===== config.mk =====
export PLATFORM = sky130hd
export DESIGN_NAME = bundle_custody_table_unit_flat
export DESIGN_NICKNAME = d
export VERILOG_FILES = /design/src/rtl/bct_pkg.sv /design/src/rtl/bct_if.sv /design/src/rtl/bct_ram.sv /design/src/rtl/bct_ctrl.sv /design/src/rtl/bundle_custody_table_unit.sv /design/src/flat_wrapper.sv
export SDC_FILE = /design/constraint.sdc
export NUM_CORES = 2
export LEC_CHECK = 0
export BUFFER_PORTS_ARGS = -buffer_cell sky130_fd_sc_hd__buf_2
export CORE_UTILIZATION = 50
export DETAILED_ROUTE_END_ITERATION = 8
export PLACE_DENSITY = 0.66
export SLEW_MARGIN = 20
export SYNTH_ARGS = -nofsm -noshare
export SYNTH_HDL_FRONTEND = slang
export SYNTH_SLANG_ARGS = --single-unit

===== constraint.sdc =====
create_clock -name clk -period 9.2 [get_ports clk]
set_clock_uncertainty 0.15 [all_clocks]
set_input_delay 1.38 -clock clk [delete_from_list [all_inputs] [get_ports clk]]
set_output_delay 1.38 -clock clk [all_outputs]
set_load 0.02 [all_outputs]

===== src/rtl/bct_pkg.sv =====
// bct_pkg: types, constants and codes for the bundle custody table
// no dependencies
package bct_pkg;
	localparam int CUSTODY_SLOTS_DEF = 16;
	localparam int SEEN_DEPTH_DEF = 32;
	localparam int ID_BITS_DEF = 64;

	typedef enum logic [1:0] {
		CMD_ACCEPT = 2'd0,
		CMD_DELIVER = 2'd1,
		CMD_SWEEP = 2'd2,
		CMD_QUERY = 2'd3
	} cmd_t;

	typedef enum logic [2:0] {
		ST_OK = 3'd0,
		ST_UPGRADED = 3'd1,
		ST_CLASS = 3'd2,
		ST_EXPIRED = 3'd3,
		ST_EXHAUSTED = 3'd4,
		ST_DUPLICATE = 3'd5,
		ST_FULL = 3'd6
	} status_t;

	typedef enum logic [3:0] {
		S_IDLE,
		S_SEEN_RD,
		S_SEEN_CHK,
		S_SLOT_RD,
		S_SLOT_CHK,
		S_WRITE,
		S_SHIFT_RD,
		S_SHIFT_WR,
		S_SWEEP_RD,
		S_SWEEP_CHK,
		S_SEENSH_RD,
		S_SEENSH_WR,
		S_SEEN_ADD,
		S_DONE
	} state_t;

	typedef struct packed {
		logic [1:0] cmd;
		logic [63:0] bundle_id;
		logic [7:0] hops_remaining;
		logic [7:0] fanout_remaining;
		logic [7:0] traffic_class;
		logic [31:0] expiry_time;
		logic [15:0] payload_handle;
		logic [31:0] current_time;
	} req_t;

	typedef struct packed {
		logic [2:0] status;
		logic is_held;
		logic [4:0] dropped_count;
		logic [4:0] occupancy;
	} rsp_t;

	// slot record below the id: hops, fanout, expiry, handle
	localparam int REC_BITS = 8 + 8 + 32 + 16;
endpackage


===== src/rtl/bct_if.sv =====
// bct_if: valid/ready channel carrying one payload of type T
// depends on bct_pkg for payload types
interface bct_if #(parameter type T = bct_pkg::req_t) (input logic clk);
	logic valid;
	logic ready;
	T data;
	modport source (output valid, output data, input ready);
	modport sink (input valid, input data, output ready);
endinterface


===== src/rtl/bct_ram.sv =====
// bct_ram: generic single-port-write, one-read synchronous ram
// registered read data, no dependencies
module bct_ram #(
	parameter int WIDTH = 8,
	parameter int DEPTH = 16
) (
	input logic clk,
	input logic we,
	input logic [$clog2(DEPTH > 1 ? DEPTH : 2)-1:0] waddr,
	input logic [WIDTH-1:0] wdata,
	input logic [$clog2(DEPTH > 1 ? DEPTH : 2)-1:0] raddr,
	output logic [WIDTH-1:0] rdata
);
	logic [WIDTH-1:0] mem [DEPTH];

	always_ff @(posedge clk) begin
		if (we)
			mem[waddr] <= wdata;
		rdata <= mem[raddr];
	end
endmodule


===== src/rtl/bct_ctrl.sv =====
// bct_ctrl: sequencer that scans and edits the slot and seen memories
// depends on bct_pkg; drives two bct_ram instances in the top level
module bct_ctrl #(
	parameter int CUSTODY_SLOTS = bct_pkg::CUSTODY_SLOTS_DEF,
	parameter int SEEN_DEPTH = bct_pkg::SEEN_DEPTH_DEF,
	parameter int ID_BITS = bct_pkg::ID_BITS_DEF,
	localparam int SA = $clog2(CUSTODY_SLOTS > 1 ? CUSTODY_SLOTS : 2),
	localparam int NA = $clog2(SEEN_DEPTH > 1 ? SEEN_DEPTH : 2),
	localparam int SC = $clog2(CUSTODY_SLOTS + 1),
	localparam int NC = $clog2(SEEN_DEPTH + 1),
	localparam int SW = ID_BITS + bct_pkg::REC_BITS
) (
	input logic clk,
	input logic arst_n,
	input logic in_valid,
	output logic in_ready,
	input bct_pkg::req_t in_data,
	output logic out_valid,
	input logic out_ready,
	output bct_pkg::rsp_t out_data,
	output logic slot_we,
	output logic [SA-1:0] slot_waddr,
	output logic [SW-1:0] slot_wdata,
	output logic [SA-1:0] slot_raddr,
	input logic [SW-1:0] slot_rdata,
	output logic seen_we,
	output logic [NA-1:0] seen_waddr,
	output logic [ID_BITS-1:0] seen_wdata,
	output logic [NA-1:0] seen_raddr,
	input logic [ID_BITS-1:0] seen_rdata
);
	bct_pkg::state_t state_q, state_d;
	bct_pkg::req_t req_q;
	logic [SC-1:0] used_q, used_d;
	logic [NC-1:0] seen_used_q, seen_used_d;
	logic [NA-1:0] head_q, head_d; // oldest seen entry once the list is full
	logic [SC-1:0] idx_q, idx_d;
	logic [SC-1:0] rd_q, rd_d; // read pointer for the sweep and the deliver shift
	logic [NC-1:0] nidx_q, nidx_d;
	logic [2:0] status_q, status_d;
	logic held_q, held_d;
	logic [SC-1:0] drop_q, drop_d;
	logic out_valid_q, out_valid_d;

	logic [ID_BITS-1:0] id;
	logic [SW-1:0] new_rec;
	logic [ID_BITS-1:0] rd_id;
	logic [7:0] rd_hops;
	logic [31:0] rd_exp;

	assign id = req_q.bundle_id[ID_BITS-1:0];
	assign new_rec = {id, req_q.hops_remaining, req_q.fanout_remaining,
		req_q.expiry_time, req_q.payload_handle};
	assign rd_id = slot_rdata[SW-1 -: ID_BITS];
	assign rd_hops = slot_rdata[63:56];
	assign rd_exp = slot_rdata[47:16];

	assign in_ready = (state_q == bct_pkg::S_IDLE) && !out_valid_q;
	assign out_valid = out_valid_q;
	assign out_data.status = status_q;
	assign out_data.is_held = held_q;
	assign out_data.dropped_count = 5'(drop_q);
	assign out_data.occupancy = 5'(used_q);

	always_ff @(posedge clk or negedge arst_n) begin
		if (!arst_n) begin
			state_q <= bct_pkg::S_IDLE;
			used_q <= '0;
			seen_used_q <= '0;
			head_q <= '0;
			out_valid_q <= 1'b0;
		end else begin
			state_q <= state_d;
			used_q <= used_d;
			seen_used_q <= seen_used_d;
			head_q <= head_d;
			out_valid_q <= out_valid_d;
		end
	end

	always_ff @(posedge clk) begin
		if (in_valid && in_ready)
			req_q <= in_data;
		idx_q <= idx_d;
		rd_q <= rd_d;
		nidx_q <= nidx_d;
		status_q <= status_d;
		held_q <= held_d;
		drop_q <= drop_d;
	end

	always_comb begin
		state_d = state_q;
		used_d = used_q;
		seen_used_d = seen_used_q;
		head_d = head_q;
		idx_d = idx_q;
		rd_d = rd_q;
		nidx_d = nidx_q;
		status_d = status_q;
		held_d = held_q;
		drop_d = drop_q;
		out_valid_d = out_valid_q;
		slot_we = 1'b0;
		slot_waddr = idx_q[SA-1:0];
		slot_wdata = new_rec;
		slot_raddr = idx_q[SA-1:0];
		seen_we = 1'b0;
		seen_waddr = nidx_q[NA-1:0];
		seen_wdata = id;
		seen_raddr = nidx_q[NA-1:0];
		if (out_valid_q && out_ready)
			out_valid_d = 1'b0;
		case (state_q)
			bct_pkg::S_IDLE: begin
				if (in_valid && in_ready) begin
					idx_d = '0;
					rd_d = '0;
					nidx_d = '0;
					status_d = bct_pkg::ST_OK;
					held_d = 1'b0;
					drop_d = '0;
					case (bct_pkg::cmd_t'(in_data.cmd))
						bct_pkg::CMD_ACCEPT: begin
							if (in_data.traffic_class != 8'd1) begin
								status_d = bct_pkg::ST_CLASS;
								state_d = bct_pkg::S_DONE;
							end else if (in_data.expiry_time <= in_data.current_time) begin
								status_d = bct_pkg::ST_EXPIRED;
								state_d = bct_pkg::S_DONE;
							end else if (in_data.hops_remaining == 8'd0) begin
								status_d = bct_pkg::ST_EXHAUSTED;
								state_d = bct_pkg::S_DONE;
							end else
								state_d = bct_pkg::S_SEEN_RD;
						end
						bct_pkg::CMD_SWEEP: state_d = bct_pkg::S_SWEEP_RD;
						default: state_d = bct_pkg::S_SLOT_RD;
					endcase
				end
			end
			// seen list scan for accept
			bct_pkg::S_SEEN_RD: begin
				if (nidx_q >= seen_used_q)
					state_d = bct_pkg::S_SLOT_RD;
				else
					state_d = bct_pkg::S_SEEN_CHK;
			end
			bct_pkg::S_SEEN_CHK: begin
				if (seen_rdata == id) begin
					status_d = bct_pkg::ST_DUPLICATE;
					state_d = bct_pkg::S_DONE;
				end else begin
					nidx_d = nidx_q + 1'b1;
					state_d = bct_pkg::S_SEEN_RD;
				end
			end
			// slot scan for id match
			bct_pkg::S_SLOT_RD: begin
				if (idx_q >= used_q) begin
					case (bct_pkg::cmd_t'(req_q.cmd))
						bct_pkg::CMD_ACCEPT: begin
							if (used_q >= SC'(CUSTODY_SLOTS)) begin
								status_d = bct_pkg::ST_FULL;
								state_d = bct_pkg::S_DONE;
							end else
								state_d = bct_pkg::S_WRITE;
						end
						bct_pkg::CMD_DELIVER: begin
							status_d = bct_pkg::ST_DUPLICATE;
							state_d = bct_pkg::S_DONE;
						end
						default: state_d = bct_pkg::S_DONE;
					endcase
				end else
					state_d = bct_pkg::S_SLOT_CHK;
			end
			bct_pkg::S_SLOT_CHK: begin
				if (rd_id == id) begin
					case (bct_pkg::cmd_t'(req_q.cmd))
						bct_pkg::CMD_ACCEPT: begin
							if (req_q.hops_remaining > rd_hops) begin
								status_d = bct_pkg::ST_UPGRADED;
								state_d = bct_pkg::S_WRITE;
							end else begin
								status_d = bct_pkg::ST_DUPLICATE;
								state_d = bct_pkg::S_DONE;
							end
						end
						bct_pkg::CMD_DELIVER: begin
							rd_d = idx_q + 1'b1;
							state_d = bct_pkg::S_SHIFT_RD;
						end
						default: begin
							held_d = 1'b1;
							state_d = bct_pkg::S_DONE;
						end
					endcase
				end else begin
					idx_d = idx_q + 1'b1;
					state_d = bct_pkg::S_SLOT_RD;
				end
			end
			bct_pkg::S_WRITE: begin
				slot_we = 1'b1;
				if (status_q == bct_pkg::ST_OK)
					used_d = used_q + 1'b1;
				state_d = bct_pkg::S_DONE;
			end
			// close the gap: copy rd_q to idx_q
			bct_pkg::S_SHIFT_RD: begin
				slot_raddr = rd_q[SA-1:0];
				if (rd_q >= used_q) begin
					used_d = used_q - 1'b1;
					if (bct_pkg::cmd_t'(req_q.cmd) == bct_pkg::CMD_DELIVER) begin
						nidx_d = '0;
						state_d = bct_pkg::S_SEENSH_RD;
					end else
						state_d = bct_pkg::S_SWEEP_RD;
				end else
					state_d = bct_pkg::S_SHIFT_WR;
			end
			bct_pkg::S_SHIFT_WR: begin
				slot_we = 1'b1;
				slot_wdata = slot_rdata;
				idx_d = idx_q + 1'b1;
				rd_d = rd_q + 1'b1;
				state_d = bct_pkg::S_SHIFT_RD;
			end
			// sweep: rd_q scans, idx_q is the compacted write pointer
			bct_pkg::S_SWEEP_RD: begin
				slot_raddr = rd_q[SA-1:0];
				if (rd_q >= used_q) begin
					used_d = idx_q;
					state_d = bct_pkg::S_DONE;
				end else
					state_d = bct_pkg::S_SWEEP_CHK;
			end
			bct_pkg::S_SWEEP_CHK: begin
				if (rd_exp <= req_q.current_time)
					drop_d = drop_q + 1'b1;
				else begin
					slot_we = 1'b1;
					slot_wdata = slot_rdata;
					idx_d = idx_q + 1'b1;
				end
				rd_d = rd_q + 1'b1;
				state_d = bct_pkg::S_SWEEP_RD;
			end
			// deliver: seen membership check, then append or overwrite the oldest
			bct_pkg::S_SEENSH_RD: begin
				if (nidx_q >= seen_used_q)
					state_d = bct_pkg::S_SEEN_ADD;
				else
					state_d = bct_pkg::S_SEENSH_WR;
			end
			bct_pkg::S_SEENSH_WR: begin
				if (seen_rdata == id)
					state_d = bct_pkg::S_DONE;
				else begin
					nidx_d = nidx_q + 1'b1;
					state_d = bct_pkg::S_SEENSH_RD;
				end
			end
			// full list works as a ring: head_q holds the oldest entry
			bct_pkg::S_SEEN_ADD: begin
				if (seen_used_q >= NC'(SEEN_DEPTH)) begin
					seen_waddr = head_q;
					head_d = (head_q == NA'(SEEN_DEPTH - 1)) ? '0 : head_q + 1'b1;
				end else begin
					seen_waddr = seen_used_q[NA-1:0];
					seen_used_d = seen_used_q + 1'b1;
				end
				seen_we = 1'b1;
				state_d = bct_pkg::S_DONE;
			end
			bct_pkg::S_DONE: begin
				out_valid_d = 1'b1;
				state_d = bct_pkg::S_IDLE;
			end
			default: state_d = bct_pkg::S_IDLE;
		endcase
	end
endmodule


===== src/rtl/bundle_custody_table_unit.sv =====
// bundle_custody_table_unit: top level of the bundle custody table
// depends on bct_pkg, bct_if, bct_ram, bct_ctrl
// one transaction at a time: next input taken once the result has left
// transaction time set by the read-then-check scan steps over the slot and seen memories
// reset clears occupancy, seen count and oldest pointer; memory contents stay undefined
module bundle_custody_table_unit #(
	parameter int CUSTODY_SLOTS = bct_pkg::CUSTODY_SLOTS_DEF,
	parameter int SEEN_DEPTH = bct_pkg::SEEN_DEPTH_DEF,
	parameter int ID_BITS = bct_pkg::ID_BITS_DEF
) (
	input logic clk,
	input logic arst_n,
	bct_if.sink req,
	bct_if.source rsp
);
	localparam int SA = $clog2(CUSTODY_SLOTS > 1 ? CUSTODY_SLOTS : 2);
	localparam int NA = $clog2(SEEN_DEPTH > 1 ? SEEN_DEPTH : 2);
	localparam int SW = ID_BITS + bct_pkg::REC_BITS;

	logic slot_we, seen_we;
	logic [SA-1:0] slot_waddr, slot_raddr;
	logic [NA-1:0] seen_waddr, seen_raddr;
	logic [SW-1:0] slot_wdata, slot_rdata;
	logic [ID_BITS-1:0] seen_wdata, seen_rdata;

	bct_ctrl #(.CUSTODY_SLOTS(CUSTODY_SLOTS), .SEEN_DEPTH(SEEN_DEPTH),
		.ID_BITS(ID_BITS)) u_ctrl (
		.clk, .arst_n,
		.in_valid(req.valid), .in_ready(req.ready), .in_data(req.data),
		.out_valid(rsp.valid), .out_ready(rsp.ready), .out_data(rsp.data),
		.slot_we, .slot_waddr, .slot_wdata, .slot_raddr, .slot_rdata,
		.seen_we, .seen_waddr, .seen_wdata, .seen_raddr, .seen_rdata
	);

	bct_ram #(.WIDTH(SW), .DEPTH(CUSTODY_SLOTS)) u_slots (
		.clk, .we(slot_we), .waddr(slot_waddr), .wdata(slot_wdata),
		.raddr(slot_raddr), .rdata(slot_rdata)
	);

	bct_ram #(.WIDTH(ID_BITS), .DEPTH(SEEN_DEPTH)) u_seen (
		.clk, .we(seen_we), .waddr(seen_waddr), .wdata(seen_wdata),
		.raddr(seen_raddr), .rdata(seen_rdata)
	);
endmodule


===== src/flat_wrapper.sv =====
// flat-port wrapper written by rule: the top's interface ports become plain ports
module bundle_custody_table_unit_flat 
#(
	parameter int CUSTODY_SLOTS = bct_pkg::CUSTODY_SLOTS_DEF,
	parameter int SEEN_DEPTH = bct_pkg::SEEN_DEPTH_DEF,
	parameter int ID_BITS = bct_pkg::ID_BITS_DEF
)
  (clk, arst_n, req_valid, req_data, req_ready, rsp_valid, rsp_data, rsp_ready);
  bct_if #(.T(bct_pkg::req_t)) req_i (.clk(clk));
  bct_if #(.T(bct_pkg::rsp_t)) rsp_i (.clk(clk));
  input logic clk;
  input logic arst_n;
  input wire logic [$bits(req_i.valid)-1:0] req_valid;
  input wire logic [$bits(req_i.data)-1:0] req_data;
  output wire logic [$bits(req_i.ready)-1:0] req_ready;
  output wire logic [$bits(rsp_i.valid)-1:0] rsp_valid;
  output wire logic [$bits(rsp_i.data)-1:0] rsp_data;
  input wire logic [$bits(rsp_i.ready)-1:0] rsp_ready;
  assign req_i.valid = req_valid;
  assign req_i.data = req_data;
  assign req_ready = req_i.ready;
  assign rsp_valid = rsp_i.valid;
  assign rsp_data = rsp_i.data;
  assign rsp_i.ready = rsp_ready;
  bundle_custody_table_unit #(.CUSTODY_SLOTS(CUSTODY_SLOTS), .SEEN_DEPTH(SEEN_DEPTH), .ID_BITS(ID_BITS)) u_core (.clk(clk), .arst_n(arst_n), .req(req_i), .rsp(rsp_i));
endmodule

After elaboration in Yosys (flattened, before gate mapping) --
Memory sizes are Yosys's and may differ from the RTL's. A register that Yosys moved wholly into a read port is not among the register bits. Index checks and enable logic that the tools add are counted.
Storage, ports and cells: memories 2, output and inout port bits 16, input port bits 174, bits in writable memories 4096, bits in registers 208
Cells by class: reductions and logical operators 32, muxes and demuxes 69, equality and inequality tests 36, bitwise logic cells 1, add/subtract/negate cells 8, magnitude comparators 8
Memories:
- u_core.u_seen.mem | depth 32, width 64, rd ports 1, clocked after memory_dff 1, write ports 1, line bct_ram.sv:14 | logic [WIDTH-1:0] mem [DEPTH];
- u_core.u_slots.mem | depth 16, width 128, rd ports 1, clocked after memory_dff 1, write ports 1, line bct_ram.sv:14
Operators with widths (count):
- 128-bit one-hot mux with 2 select lines | 1
- 64-bit equality test | 2
- 128-bit 2-to-1 mux | 1
- 32-bit <= comparator | 2
- 5-bit 2-to-1 mux | 12
- 4-bit 2-to-1 mux | 12
- 4-bit one-hot mux with 12 select lines | 1
- 3-bit 2-to-1 mux | 14
- 5-bit one-hot mux with 3 select lines | 2
- 2-bit inequality test (second input constant) | 13
- 5-bit by 1-bit adder with 5-bit output (second input constant) | 5
- 4-bit equality test (second input constant) | 6
- 6-bit 2-to-1 mux | 4
- 5-bit one-hot mux with 4 select lines | 1
- 6-bit one-hot mux with 3 select lines | 1
- 4-bit by 3-bit equality test with 1-bit output (second input constant) | 4
- 4-bit one-hot mux with 2 select lines | 2
- 4-bit AND reduction | 4
- 6-bit by 1-bit adder with 6-bit output (second input constant) | 2
- 1-bit 2-to-1 mux | 12
- 3-bit one-hot mux with 4 select lines | 1
- 2-bit OR reduction | 6
- 5-bit greater-or-equal comparator | 2
- 5-bit one-hot mux with 2 select lines | 1
- 30 further kinds | 43

Logic depth before layout (Yosys ltp) --
depth in word-level cells 7, depth in mapped cells 12

Modules after synthesis --
A second synthesis with hierarchy kept.
Second synthesis, totals: cell total of the unflattened synthesis 7648, area total of the unflattened synthesis 172432.9 um^2
Modules (own cells, without submodules):
- bct_ram (u_core.u_slots) | area each 79331.1 um^2, times used 1, cells each 3365
- bct_ram (u_core.u_seen) | area each 78965.7 um^2, times used 1, cells each 3096
- bct_ctrl | area each 14136.1 um^2, times used 1, cells each 1187

Least setup slack after synthesis --
No wires, ideal clock.
kind input to register, from input port req_valid, to register u_core.u_ctrl.req_q, in the netlist u_core.u_ctrl.new_rec[16], enable pin, setup slack 0.726 ns, arrival time 7.669 ns, stages on the path 2, cells stage by stage nor2b_1 -> nor2b_1
On the way: cells in the longest elaborated chain, start to end 1
Ends and longest elaborated chain:
- start, declared | line flat_wrapper.sv:13 | input wire logic [$bits(req_i.valid)-1:0] req_valid;
- 1-bit logical AND | line bct_ctrl.sv:82 | if (in_valid && in_ready)
- end signal, assigned | line bct_ctrl.sv:83 | req_q <= in_data;
- end, declared | line bct_ctrl.sv:33 | bct_pkg::req_t req_q;
Every way passes these cells. A chain may end at the register's enable or synchronous reset.

Worst setup path after layout --
from register u_core.u_ctrl.req_q[30] (netlist name), to memory u_core.u_slots.mem[11][118] (netlist name) (data pin)
On the way: cells in the longest elaborated chain, start to end 3
Ends and longest elaborated chain:
- 32-bit <= comparator | line bct_ctrl.sv:240 | if (rd_exp <= req_q.current_time)
- 128-bit 2-to-1 mux | line bct_ctrl.sv:240
- 128-bit one-hot mux with 2 select lines | line bct_ctrl.sv:114 | case (state_q)
- named net u_core.slot_wdata[118] | line bundle_custody_table_unit.sv:23 | logic [SW-1:0] slot_wdata, slot_rdata;
- end, declared | line bct_ram.sv:14
The timed path passes the listed nets, and every way through them passes these cells.

==> impl_results.md <==
- Remaining antenna violation count: 0
- Setup violations, final: 0
- Most used cell, CP: buf_4
- Post-synth top area share: 0.751
- Final TNS setup: 0 ns
- IO Pins: 190
- Final nets: roughly 7500
- Min-delay worst type: in2async
- Synth Warn #: 0
- Buffers on Ports: around 170
- Non-Filler Instances: approximately 12000
- Synth Cell Area: 155000 µm²
- Gr ovfl total: 0
- Global-route usage over all layers: 0.236
- Status: completed
- Post-CTS resize count: 0
- Worst-path cell chain: inv_1 > ha_1 > nand3_1 > nor3_1 > and4_1 > o31a_1 > o311ai_4 > nand2_4 > buf_4 > buf_4 > mux2_1
- Placed Instances: 10900
- Filler cells: 22100
- Mapped Avg Cell Area: 23.0 µm²
- Critical Path Slowest Stage Cell: buf_4
- Max-slew headroom: 0.157
- RSZ-0062 raised after global routing: false
- CTS buffer count: ~410
- Slew @ Worst Pin: between 1 and 1.5 ns
- DIE HEIGHT: between 500 and 600 µm
- Post-synth top area cell: edfxtp_1
- Initial antenna violation count: 14
- DR pass1 iterations: 6
- Root Buffer: clkbuf_16
- Die width: ~560 µm
- Worst r2r src: u_core.u_ctrl.req_q[30]$_DFFE_PP_
- Yosys reg bits: 4064
- Register Area: about 120000 µm²
- Dpl hpwl: 189000 µm
- Share of layout cells above drive strength 1: 0.288
- F_max: between 150 and 200 MHz
- Synth cell types: 72
- Crit path capture type: flop
- CORE AREA: 309000 µm²
- Final Power: between 50 and 60 mW
- Initial DRC count: 8217
- WS Path Type: reg2reg
- Setup Fix Bufs, Post-CTS: 0
- Initial Utilization: 0.502
- Max Root-Sink Buffers: 4
- Clk sink count: 4064
- Reg clk slew, reported paths: ~0.06 ns
- Slew Limit Fails: 0
- CP max FO: 43
- R2R setup slack: around 3.1 ns
- DIE AREA: between 300000 and 400000 µm²
- Area growth syn-to-layout: 13.2%
- H-tree depth: 5
- WL/cell: about 31 µm
- Vias in the first global route: around 75000
- Crit path launch type: flop
- Vias per cell: approximately 6.2
- Cell Rows: slightly above 200
- Min cycle time layout: 6.07 ns
- CTS tree: yes
- First-pass GRT wire length: around 530000 µm
- Final Cycle Share: 0.659
- Async SR Flop Fraction: 0.00517
- Post-synthesis sequential area ratio: 0.776
- Pwr dens: roughly 310 nW/µm²
- CP Data Arrival Time: approximately 6.5 ns
- Area of the multi-input gates: roughly 34000 µm²
- Gate family responsible for the most delay along the worst path: simple AND/OR/NAND/NOR gates
- # DRC: 0
- Synth Flop Type: edfxtp_1
- Clock latency at the later pin of the worst-skew pair: approximately 0.96 ns
- RD Place Congestion: 0.816
- Syn nets: 7013
- Fin. Hold Viols: 0
- Routed wire length: between 300000 and 400000 µm
- Post-CTS Hold Buffers: 0
- Max-cap violations: 0
- CP bufs+invs: 3
- Critical path's largest stage delay: ~0.83 ns
- Reg2Reg Depth: 11
- Largest net degree at the start of global routing: ~160
- LEAKAGE: 56.0 nW
- FF-to-FF End: u_core.u_slots.mem[11][118]$_DFFE_PP_
- Synth top area cells: edfxtp_1 75%, mux4_2 15%, dfxtp_1 2.2%
- Critical Path RT: between 9 and 10 ns
- Vias: 71900
- EDFF count, synth: about 3900
- Peak VDD IR: around 0.48 mV
- Post-Syn Instances: 6736
## worst max path at each step
| stage | endpoint | depth (start not counted) | slack, ns | from |
|---|---|---|---|---|
| global route | u_core.u_slots.mem[1][113]$_DFFE_PP_ | 11 | 2.97 | u_core.u_ctrl.req_q[30]$_DFFE_PP_ |
| CTS | u_core.u_slots.mem[11][118]$_DFFE_PP_ | 11 | 2.80 | u_core.u_ctrl.req_q[30]$_DFFE_PP_ |
| floorplan | u_core.u_ctrl.new_rec[16]$_DFFE_PP_ | 2 | 0.73 | req_valid |
| detailed placement | u_core.u_slots.mem[5][112]$_DFFE_PP_ | 11 | 2.87 | u_core.u_ctrl.req_q[30]$_DFFE_PP_ |
| finish | u_core.u_slots.mem[11][118]$_DFFE_PP_ | 11 | 3.13 | u_core.u_ctrl.req_q[30]$_DFFE_PP_ |
| global placement | u_core.u_slots.mem[8][99]$_DFFE_PP_ | 11 | 2.96 | u_core.u_ctrl.req_q[30]$_DFFE_PP_ |
## kinds of logic (layout without fill, tap and decap cells)
kind of cell	after synthesis	after routing	synth area share
mux	1236	1236	0.166
xor+xnor	148	148	0.00836
other cells	0	7	0
compound gates	375	375	0.0173
simple gates	401	401	0.0124
fa+ha+maj	103	103	0.00836
flops	4064	4064	0.776
buf+inv	409	1223	0.0112
## Yosys cell counts, types with 4 or more instances
| cell | n |
|---|---|
| and3_1 | 6 |
| o21a_1 | 5 |
| and2_1 | 4 |
| o21ai_0 | 26 |
| nor3_1 | 17 |
| nor2b_1 | 18 |
| buf_2 | 59 |
| ha_1 | 102 |
| mux4_2 | 1056 |
| buf_1 | 43 |
| buf_6 | 6 |
| a21oi_1 | 44 |
| dfrtp_1 | 21 |
| nand2b_1 | 8 |
| nor2_1 | 86 |
| a31oi_1 | 12 |
| o22ai_1 | 8 |
| o211a_1 | 7 |
| clkbuf_1 | 186 |
| or3_1 | 7 |
| a22oi_1 | 208 |
| nand3_1 | 23 |
| a21o_1 | 24 |
| nand4_1 | 37 |
| xor2_1 | 73 |
| nor4_1 | 25 |
| nand2_1 | 152 |
| a211oi_1 | 6 |
| o211ai_1 | 6 |
| mux2i_1 | 6 |
| dfxtp_1 | 168 |
| mux2_1 | 104 |
| mux2_2 | 70 |
| xnor2_1 | 75 |
| edfxtp_1 | 3875 |
| inv_1 | 93 |
| buf_4 | 21 |
## metrics by stage
stage / cell area (µm²) / worst slack, ns / hold slack [ns] / util
2_1_floorplan: 155000 / 0.726 / 0.316 / -
3_3_place_gp: 162000 / 2.96 / 0.350 / 0.525
3_5_place_dp: 162000 / 2.87 / 0.348 / 0.525
4_1_cts: 175000 / 2.80 / 0.179 / 0.568
5_1_grt: 175000 / 2.97 / 0.244 / 0.568
6_report: 175000 / 3.13 / 0.241 / 0.569
## flip-flops by register name, summed over array words and instances, names as in the netlist, 6 cells and up
register / count
u_core.u_ctrl.new_rec: 40
u_core.u_ctrl.nidx_q: 6
u_core.u_ctrl.req_q: 34
u_core.u_ctrl.seen_used_q: 6
u_core.u_ctrl.seen_wdata: 64
u_core.u_seen.mem: 2048
u_core.u_seen.rdata: 64
u_core.u_slots.mem: 1664
u_core.u_slots.rdata: 104
## where the power goes
| part | switching (mW) | total (mW) | internal (mW) |
|---|---|---|---|
| logic | 8.13 | 14.1 | 5.92 |
| clock network | 7.01 | 16.5 | 9.49 |
| registers | 0.552 | 23.5 | 23.0 |
| total | 15.7 | 54.1 | 38.4 |
## routing by layer
layer,up-vias,share of wire,track usage
li1,29500,-,-
met1,39000,0.39,0.318
met2,2820,0.52,0.407
met3,534,0.063,0.0266
met4,0,0.028,0.0665
met5,-,0,0
## placed cells by master, fill, tap and decap left out, types with 37 or more instances in the layout
| cell type | n |
|---|---|
| dfxtp_1 | 168 |
| xnor2_1 | 75 |
| nor2_4 | 37 |
| xor2_1 | 73 |
| mux2_2 | 70 |
| nand4_1 | 37 |
| mux4_2 | 1056 |
| clkinv_2 | 86 |
| clkbuf_1 | 96 |
| clkbuf_16 | 407 |
| inv_1 | 93 |
| nor2_1 | 50 |
| mux2_1 | 104 |
| edfxtp_1 | 3875 |
| ha_1 | 102 |
| buf_4 | 175 |
| a21oi_1 | 44 |
| buf_2 | 165 |
| nand2_1 | 151 |
| clkinv_1 | 54 |
| a22oi_1 | 208 |
## area by class of cell
cell class,count,area share
clock inverter,222,0.0136
sequential,4064,0.685
clock buffer,537,0.0628
inverter,94,0.00201
tap,4120,0.0294
antenna,7,0.0000998
multi-input combinational,2263,0.191
timing repair buffer,370,0.0157
Power figures use the tool's default switching activity.
